--- src/hdl/lpf_pkg.sv ---
// Shared types and constants for the longest palindrome finder.
`timescale 1ns / 1ps

package lpf_pkg;

  // Depth of the request queue between the front and back parts.
  localparam int unsigned QUEUE_DEPTH = 4;

  typedef struct packed {
    logic [7:0] char_in;
    logic       is_last;
  } char_req_t;

  typedef struct packed {
    logic [7:0] pal_start;
    logic [8:0] pal_length;
    logic       overflowed;
  } result_t;

  // Classified request handed from the front part to the back part.
  typedef struct packed {
    logic [7:0] char_in;
    logic       is_last;
    logic       keep;       // byte fits in the store
    logic       overflowed; // string has overflowed up to and including this byte
  } queue_entry_t;

  typedef enum logic [2:0] {
    ST_LOAD,
    ST_SETUP,
    ST_READ,
    ST_CMP,
    ST_FIN,
    ST_DONE
  } scan_state_t;

endpackage

--- src/hdl/lpf_ram.sv ---
// Generic simple dual-read RAM with one write port and registered reads.
`timescale 1ns / 1ps

module lpf_ram #(
  parameter int unsigned WIDTH = 8,
  parameter int unsigned DEPTH = 256
) (
  input  logic                     clk,
  input  logic                     we,
  input  logic [$clog2(DEPTH)-1:0] waddr,
  input  logic [WIDTH-1:0]         wdata,
  input  logic [$clog2(DEPTH)-1:0] raddr_a,
  input  logic [$clog2(DEPTH)-1:0] raddr_b,
  output logic [WIDTH-1:0]         rdata_a,
  output logic [WIDTH-1:0]         rdata_b
);

  logic [WIDTH-1:0] mem [DEPTH];

  always_ff @(posedge clk) begin
    if (we) begin
      mem[waddr] <= wdata;
    end
    rdata_a <= mem[raddr_a];
    rdata_b <= mem[raddr_b];
  end

endmodule

--- src/hdl/lpf_front.sv ---
// Front part: accepts byte requests and classifies them as kept or dropped.
`timescale 1ns / 1ps

module lpf_front #(
  parameter int unsigned MAX_LEN = 256
) (
  input  logic                  clk,
  input  logic                  rst,
  input  logic                  char_valid,
  output logic                  char_stall,
  input  lpf_pkg::char_req_t    char_req,
  input  logic                  queue_full,
  output logic                  push,
  output lpf_pkg::queue_entry_t push_entry
);

  localparam int unsigned NW = $clog2(MAX_LEN + 1);

  logic [NW-1:0] count;
  logic          overflow;
  logic          keep;

  assign char_stall = queue_full;
  assign push       = char_valid && !queue_full;
  assign keep       = (count != NW'(MAX_LEN));

  always_comb begin
    push_entry.char_in    = char_req.char_in;
    push_entry.is_last    = char_req.is_last;
    push_entry.keep       = keep;
    push_entry.overflowed = overflow || !keep;
  end

  always_ff @(posedge clk) begin
    if (rst) begin
      count    <= '0;
      overflow <= 1'b0;
    end else if (push) begin
      if (char_req.is_last) begin
        count    <= '0;
        overflow <= 1'b0;
      end else if (keep) begin
        count <= count + 1'b1;
      end else begin
        overflow <= 1'b1;
      end
    end
  end

endmodule

--- src/hdl/lpf_queue.sv ---
// Short request queue between the front and back parts.
`timescale 1ns / 1ps

module lpf_queue (
  input  logic                  clk,
  input  logic                  rst,
  input  logic                  push,
  input  lpf_pkg::queue_entry_t push_entry,
  output logic                  full,
  input  logic                  pop,
  output logic                  empty,
  output lpf_pkg::queue_entry_t pop_entry
);

  localparam int unsigned PW = $clog2(lpf_pkg::QUEUE_DEPTH);
  localparam int unsigned CW = $clog2(lpf_pkg::QUEUE_DEPTH + 1);

  lpf_pkg::queue_entry_t slots [lpf_pkg::QUEUE_DEPTH];
  logic [PW-1:0] wr_ptr;
  logic [PW-1:0] rd_ptr;
  logic [CW-1:0] fill;

  assign full      = (fill == CW'(lpf_pkg::QUEUE_DEPTH));
  assign empty     = (fill == '0);
  assign pop_entry = slots[rd_ptr];

  always_ff @(posedge clk) begin
    if (push) begin
      slots[wr_ptr] <= push_entry;
    end
  end

  always_ff @(posedge clk) begin
    if (rst) begin
      wr_ptr <= '0;
      rd_ptr <= '0;
      fill   <= '0;
    end else begin
      if (push) begin
        wr_ptr <= wr_ptr + 1'b1;
      end
      if (pop) begin
        rd_ptr <= rd_ptr + 1'b1;
      end
      case ({push, pop})
        2'b10:   fill <= fill + 1'b1;
        2'b01:   fill <= fill - 1'b1;
        default: fill <= fill;
      endcase
    end
  end

endmodule

--- src/hdl/lpf_back.sv ---
// Back part: stores bytes, scans all centers and holds the result register.
`timescale 1ns / 1ps

module lpf_back #(
  parameter int unsigned MAX_LEN = 256
) (
  input  logic                  clk,
  input  logic                  rst,
  input  logic                  queue_empty,
  input  lpf_pkg::queue_entry_t pop_entry,
  output logic                  pop,
  output logic                  result_valid,
  input  logic                  result_stall,
  output lpf_pkg::result_t      result
);

  localparam int unsigned AW = $clog2(MAX_LEN);
  localparam int unsigned NW = $clog2(MAX_LEN + 1);

  lpf_pkg::scan_state_t state;
  lpf_pkg::scan_state_t state_next;

  logic [NW-1:0] wr_count;
  logic [NW-1:0] n;
  logic          overflow;
  logic [AW-1:0] center;
  logic          odd;
  logic [AW-1:0] lo;
  logic [AW-1:0] hi;
  logic [NW-1:0] len;
  logic [AW-1:0] best_start;
  logic [NW-1:0] best_len;

  logic          ram_we;
  logic          res_load;
  logic [7:0]    rd_lo;
  logic [7:0]    rd_hi;

  logic [NW-1:0] center_inc;
  logic [NW-1:0] hi_inc;
  logic          chars_match;
  logic          edge_hit;

  assign center_inc  = NW'(center) + 1'b1;
  assign hi_inc      = NW'(hi) + 1'b1;
  assign chars_match = (rd_lo == rd_hi);
  assign edge_hit    = (lo == '0) || (hi_inc >= n);

  lpf_ram #(
    .WIDTH (8),
    .DEPTH (MAX_LEN)
  ) u_store (
    .clk     (clk),
    .we      (ram_we),
    .waddr   (wr_count[AW-1:0]),
    .wdata   (pop_entry.char_in),
    .raddr_a (lo),
    .raddr_b (hi),
    .rdata_a (rd_lo),
    .rdata_b (rd_hi)
  );

  // Next state.
  always_comb begin
    state_next = state;
    case (state)
      lpf_pkg::ST_LOAD: begin
        if (!queue_empty && pop_entry.is_last) begin
          state_next = lpf_pkg::ST_SETUP;
        end
      end
      lpf_pkg::ST_SETUP: begin
        if (!odd) begin
          state_next = (center_inc >= n) ? lpf_pkg::ST_FIN : lpf_pkg::ST_READ;
        end else begin
          state_next = ((center == '0) || (center_inc >= n)) ? lpf_pkg::ST_FIN
                                                             : lpf_pkg::ST_READ;
        end
      end
      lpf_pkg::ST_READ: begin
        state_next = lpf_pkg::ST_CMP;
      end
      lpf_pkg::ST_CMP: begin
        state_next = (chars_match && !edge_hit) ? lpf_pkg::ST_READ : lpf_pkg::ST_FIN;
      end
      lpf_pkg::ST_FIN: begin
        if (odd && (center_inc == n)) begin
          state_next = lpf_pkg::ST_DONE;
        end else begin
          state_next = lpf_pkg::ST_SETUP;
        end
      end
      lpf_pkg::ST_DONE: begin
        if (!result_valid || !result_stall) begin
          state_next = lpf_pkg::ST_LOAD;
        end
      end
      default: state_next = lpf_pkg::ST_LOAD;
    endcase
  end

  // Control outputs.
  always_comb begin
    pop      = 1'b0;
    ram_we   = 1'b0;
    res_load = 1'b0;
    case (state)
      lpf_pkg::ST_LOAD: begin
        pop    = !queue_empty;
        ram_we = !queue_empty && pop_entry.keep;
      end
      lpf_pkg::ST_DONE: begin
        res_load = !result_valid || !result_stall;
      end
      default: begin
        pop = 1'b0;
      end
    endcase
  end

  always_ff @(posedge clk) begin
    if (rst) begin
      state    <= lpf_pkg::ST_LOAD;
      wr_count <= '0;
    end else begin
      state <= state_next;
      if (pop) begin
        if (pop_entry.is_last) begin
          wr_count <= '0;
        end else if (pop_entry.keep) begin
          wr_count <= wr_count + 1'b1;
        end
      end
    end
  end

  // Scan datapath.
  always_ff @(posedge clk) begin
    case (state)
      lpf_pkg::ST_LOAD: begin
        if (pop && pop_entry.is_last) begin
          n          <= wr_count + NW'(pop_entry.keep);
          overflow   <= pop_entry.overflowed;
          center     <= '0;
          odd        <= 1'b0;
          best_start <= '0;
          best_len   <= '0;
        end
      end
      lpf_pkg::ST_SETUP: begin
        if (!odd) begin
          len <= '0;
          lo  <= center;
          hi  <= AW'(center_inc);
        end else begin
          len <= NW'(1);
          lo  <= center - 1'b1;
          hi  <= AW'(center_inc);
        end
      end
      lpf_pkg::ST_CMP: begin
        if (chars_match) begin
          len <= len + NW'(2);
          if (!edge_hit) begin
            lo <= lo - 1'b1;
            hi <= hi + 1'b1;
          end
        end
      end
      lpf_pkg::ST_FIN: begin
        if (len > best_len) begin
          best_len   <= len;
          best_start <= center - AW'((len - 1'b1) >> 1);
        end
        odd <= !odd;
        if (odd) begin
          center <= AW'(center_inc);
        end
      end
      default: begin
        len <= len;
      end
    endcase
  end

  // Result register.
  always_ff @(posedge clk) begin
    if (rst) begin
      result_valid <= 1'b0;
    end else if (res_load) begin
      result_valid <= 1'b1;
    end else if (!result_stall) begin
      result_valid <= 1'b0;
    end
  end

  always_ff @(posedge clk) begin
    if (res_load) begin
      result.pal_start  <= 8'(best_start);
      result.pal_length <= 9'(best_len);
      result.overflowed <= overflow;
    end
  end

endmodule

--- src/hdl/longest_palindrome_finder_top.sv ---
// Top level of the longest palindrome finder.
`timescale 1ns / 1ps

// A string arrives on the char channel as one request per byte, with is_last
// marking the final byte. Up to MAX_LEN bytes are kept; later bytes are
// dropped and the result reports overflowed. After the last byte the block
// expands around every center, even then odd, and returns one request on the
// result channel: start and length of the leftmost longest palindrome.
// The front part takes one byte per cycle into a four-entry queue while the
// queue is not full; the back part drains the queue one entry per cycle into
// the byte store while it loads a string. The scan compares one byte pair at
// a time through the store's single read pair, so it runs longest when all
// bytes are equal. While the back part scans, the queue fills and then
// char_stall rises. The result sits in an output register; if result_stall
// is high the result holds there and the back part waits before taking the
// next string, while the front part keeps filling the queue. Synchronous
// reset clears the byte counts, the queue and the result valid; store
// contents are not reset.

module longest_palindrome_finder_top #(
  parameter int unsigned MAX_LEN = 256
) (
  input  logic               clk,
  input  logic               rst,
  input  logic               char_valid,
  output logic               char_stall,
  input  lpf_pkg::char_req_t char_req,
  output logic               result_valid,
  input  logic               result_stall,
  output lpf_pkg::result_t   result
);

  logic                  push;
  logic                  pop;
  logic                  queue_full;
  logic                  queue_empty;
  lpf_pkg::queue_entry_t push_entry;
  lpf_pkg::queue_entry_t pop_entry;

  // Front: handshake and keep/drop classification of each byte.
  lpf_front #(
    .MAX_LEN (MAX_LEN)
  ) u_front (
    .clk        (clk),
    .rst        (rst),
    .char_valid (char_valid),
    .char_stall (char_stall),
    .char_req   (char_req),
    .queue_full (queue_full),
    .push       (push),
    .push_entry (push_entry)
  );

  // Queue lets the front keep accepting bytes while the back scans.
  lpf_queue u_queue (
    .clk        (clk),
    .rst        (rst),
    .push       (push),
    .push_entry (push_entry),
    .full       (queue_full),
    .pop        (pop),
    .empty      (queue_empty),
    .pop_entry  (pop_entry)
  );

  // Back: byte store, center expansion scan and the result register.
  lpf_back #(
    .MAX_LEN (MAX_LEN)
  ) u_back (
    .clk          (clk),
    .rst          (rst),
    .queue_empty  (queue_empty),
    .pop_entry    (pop_entry),
    .pop          (pop),
    .result_valid (result_valid),
    .result_stall (result_stall),
    .result       (result)
  );

endmodule

--- config.mk ---
export PLATFORM = sky130hd
export DESIGN_NAME = longest_palindrome_finder_top
export DESIGN_NICKNAME = d
export VERILOG_FILES = /design/src/hdl/lpf_pkg.sv /design/src/hdl/lpf_ram.sv /design/src/hdl/lpf_front.sv /design/src/hdl/lpf_queue.sv /design/src/hdl/lpf_back.sv /design/src/hdl/longest_palindrome_finder_top.sv
export SDC_FILE = /design/constraint.sdc
export NUM_CORES = 2
export LEC_CHECK = 0
export BUFFER_PORTS_ARGS = -buffer_cell sky130_fd_sc_hd__clkbuf_2
export CORE_ASPECT_RATIO = 1.25
export CORE_MARGIN = 2
export CORE_UTILIZATION = 55
export CTS_CLUSTER_DIAMETER = 80
export DETAILED_ROUTE_END_ITERATION = 6
export PLACE_DENSITY = 0.74
export SLEW_MARGIN = 20
export SYNTH_ARGS = -nofsm -noshare
export SYNTH_HDL_FRONTEND = slang
export SYNTH_SLANG_ARGS = --single-unit
--- constraint.sdc ---
create_clock -name clk -period 5.4 [get_ports clk]
set_clock_uncertainty 0.1 [all_clocks]
set_input_delay 1.08 -clock clk [delete_from_list [all_inputs] [get_ports clk]]
set_output_delay 1.08 -clock clk [all_outputs]
set_load 0.01 [all_outputs]
==> flow_summary_export.csv <==
group,metric,value,unit
outcome,status,"complete, but fails checks",
outcome,violations,"DRC",
setup_path,worstPathRequired,6130,ps
timing,min_period,4810,ps
floorplan,ios,33,
synth,syn-num-nets,6166,
clock_tree,cts_tree,"yes",
synth,ys_seq_area_share,62.3,%
global_route,overflow,0,
final_layout,drive_gt1_share,23.1,%
setup_path,regToRegSetupSlack,590,ps
synth,synth.distinct_cells,93,
synth,synth_area_leaders,"edfxtp_1 61%, mux4_2 16%, mux2i_1 5.3%",
setup_path,rr_endpoint,"u_back.u_store.rdata_b[6]",
drt,first_iter_violations,12700,
placed_design,portBuffers,32,
timing,tns,0,ps
min_path,hp-class,"primary input to flop",
floorplan,die_w,397,um
placed_design,hpwl,244000,um
clock_tree,hold_buffers,0,
floorplan,coreArea,192000,um2
floorplan,fp.dieH,495,um
job,drv_cap,0,
setup_path,cp-end-kind,"flop",
setup_path,worst-path-max-fanout,28,
drt,via_per_inst,7.72,
drt,drcViolationCount,39,
min_path,min_to,"u_queue.slots[0][10]",
setup_path,path_class,"flop to flop",
timing,hold_viol,0,
timing,rsz0062_at_grt,"false",
drt,drtPass1Iterations,7,
final_layout,synthToLayoutAreaGrowth,9.11,%
clock_tree,cts_max_path_buffers,3,
clock_tree,numClockSinks,2219,
global_route,gr-usage-all-layers,37.8,%
setup_path,r2r_cells,8,
drt,wl_per_cell,41.5,um
clock_tree,cts_resized,0,
synth,synth_seq_cells,2219,
drt,wirelength,372000,um
power_and_ir_drop,p_per_area,495,nW/um2
floorplan,initial_utilization,55.3,%
synth,synth_area_leader_cell,"edfxtp_1",
synth,synth_edf_count,2171,
final_layout,finish.utilization,60.3,%
clock_tree,clk_latency,890,ps
global_route,grt_pass1_wl,513000,um
clock_tree,htree_num_levels,4,
floorplan,row_count,180,
setup_path,r2r_start,"u_back.hi[1]",
global_route,grt_pass1_vias,66100,
clock_tree,clk_pin_slew,70,ps
synth,synth_area,106000,um2
synth,synthCells,6094,
final_layout,fin_nets,6258,
drt,vias,69100,
timing,finalMaxSlewViolations,0,
global_route,grt_max_degree,162,
clock_tree,cts_buffers,208,
timing,setup_viol,0,
clock_tree,root_buffer,"clkbuf_16",
global_route,antenna_found_initial,37,
synth,netlist.area_leader.share,61.4,%
synth,synthArstFlopShare,0,%
timing,tightest_slew,1390,ps
setup_path,worst_ep_arrival_time,5540,ps
timing,fmax,208,MHz
min_path,whs_path_depth,1,
synth,synth_top_flop_cell,"edfxtp_1",
placed_design,gp_congestion,1.07,
synth,yosysWarnings,0,
timing,timing.slew.headroom,6.68,%
power_and_ir_drop,p_leak,37.7,nW
power_and_ir_drop,vdd_drop_max,450,uV
timing,fin_crit_sh,89.0,%
drt,ant_nets,0,
setup_path,critPathLaunch,"u_back.hi[1]",
floorplan,die_area,197000,um2
min_path,min_from,"char_req[8]",
setup_path,cp-start-kind,"flop",
synth,synth.avg_cell_area,17.4,um2
clock_tree,post_cts_buffers,0,
kinds of logic after synthesis:
| logic type | after synthesis | synth area share, % |
|---|---|---|
| flip-flops | 2219 | 62.3 |
| multiplexers | 1373 | 22.6 |
| AND/OR/NAND/NOR | 986 | 4.29 |
| AO/OA/AOI/OAI | 869 | 5.84 |
| buffers and inverters | 516 | 3.70 |
| XOR/XNOR | 72 | 0.594 |
| adder cells (fa/ha/maj) | 59 | 0.709 |
state kept, by name, summed over array words and instances (netlist names), 2 cells and up, named ones only:
signal / flops
u_back.lo: 8
u_back.state: 3
u_back.u_store.mem: 2048
u_queue.slots: 44
u_back.u_store.rdata_b: 8
u_queue.fill: 3
u_back.result: 18
u_queue.wr_ptr: 2
u_back.best_len: 9
u_back.u_store.rdata_a: 8
u_queue.rd_ptr: 2
u_back.best_start: 8
u_back.len: 9
u_back.hi: 8
u_front.count: 9
u_back.center: 8
u_back.n: 9
u_back.wr_count: 9
critical path, stage by stage, from the launching register on:
cell	delay, ps
edfxtp_1	510
buf_4	610
nand2b_1	890
o221ai_1	670
o22ai_1	270
a31o_2	300
a21oi_1	770
a21oi_1	320
a211oi_2	220
synthesized netlist by cell type, types with 59 or more instances:
cell type / number
edfxtp_1: 2171
mux4_2: 739
mux2i_1: 559
nor2_1: 434
nand2_1: 186
a21oi_1: 182
o221ai_1: 167
clkbuf_1: 142
a22oi_1: 121
o22ai_1: 102
buf_2: 93
nor3_1: 84
o21ai_0: 84
nand3_1: 71
buf_6: 61
mux4_1: 59
stage by stage:
stage / power (mW) / area [um2] / worst slack, ps / hold slack [ps] / cells
floorplan: 34.3 / 106000 / 1000 / 300 / 6094
global placement: 41.2 / 109000 / 988 / 306 / 8523
detailed placement: 41.5 / 109000 / 1120 / 306 / 8523
CTS: 56.3 / 116000 / 1070 / 268 / 8903
global route: 58.0 / 116000 / 847 / 297 / 8918
finish: 57.4 / 116000 / 594 / 311 / 8948
worst max-delay path by stage:
stage                                      to  slack [ps]  cells after the start
floorplan                        u_back.hi[0]        1000                     16
global placement                 u_back.lo[2]         990                     12
detailed placement  u_back.u_store.rdata_b[0]        1120                      9
CTS                 u_back.u_store.rdata_b[0]        1070                      9
global route        u_back.u_store.rdata_b[6]         850                      8
finish              u_back.u_store.rdata_b[6]         590                      8
power breakdown:
group	switching [mW]	internal (mW)	leakage, nW	total [mW]
combinational	13.9	6.44	14.4	20.3
clock	6.69	8.41	3.34	15.1
sequential	0.419	21.5	19.9	21.9
total	21.0	36.4	37.7	57.4
layout make-up:
cell class	instances	area (um2)
multi-input combinational	3359	36400
clock buffer	248	5410
antenna	44	110
timing repair buffer	339	2960
clock inverter	132	1490
tap	2548	3190
sequential	2219	66200
inverter	59	230
fill	13600	76200
cell usage in the layout (no fill, tap or decap), types with 29 or more instances in the layout:
cell type	Yosys	final
edfxtp_1	2171	2171
mux4_2	739	731
mux2i_1	559	559
nor2_1	434	427
buf_4	27	267
clkbuf_16	0	208
nand2_1	186	186
a21oi_1	182	179
o221ai_1	167	167
a22oi_1	121	121
o22ai_1	102	102
o21ai_0	84	84
nor3_1	84	82
nand3_1	71	67
mux4_1	59	59
ha_1	57	57
inv_1	58	56
dfxtp_1	48	48
diode_2	0	44
xor2_1	44	44
a221oi_1	44	44
clkinv_1	1	41
buf_12	26	39
clkinv_2	0	36
nand4_1	35	35
clkbuf_1	142	35
clkbuf_2	0	32
nor4_1	30	29
routing by layer:
metal,GRT usage [%],vias to the layer above,share of wire [%]
met5,1.22,-,0.082
met3,13.9,1787,15
met1,44.5,34700,31
met4,30.9,30,10
met2,55.5,6744,44
li1,-,25800,-
Note: power is estimated with default switching activity, not from simulation.
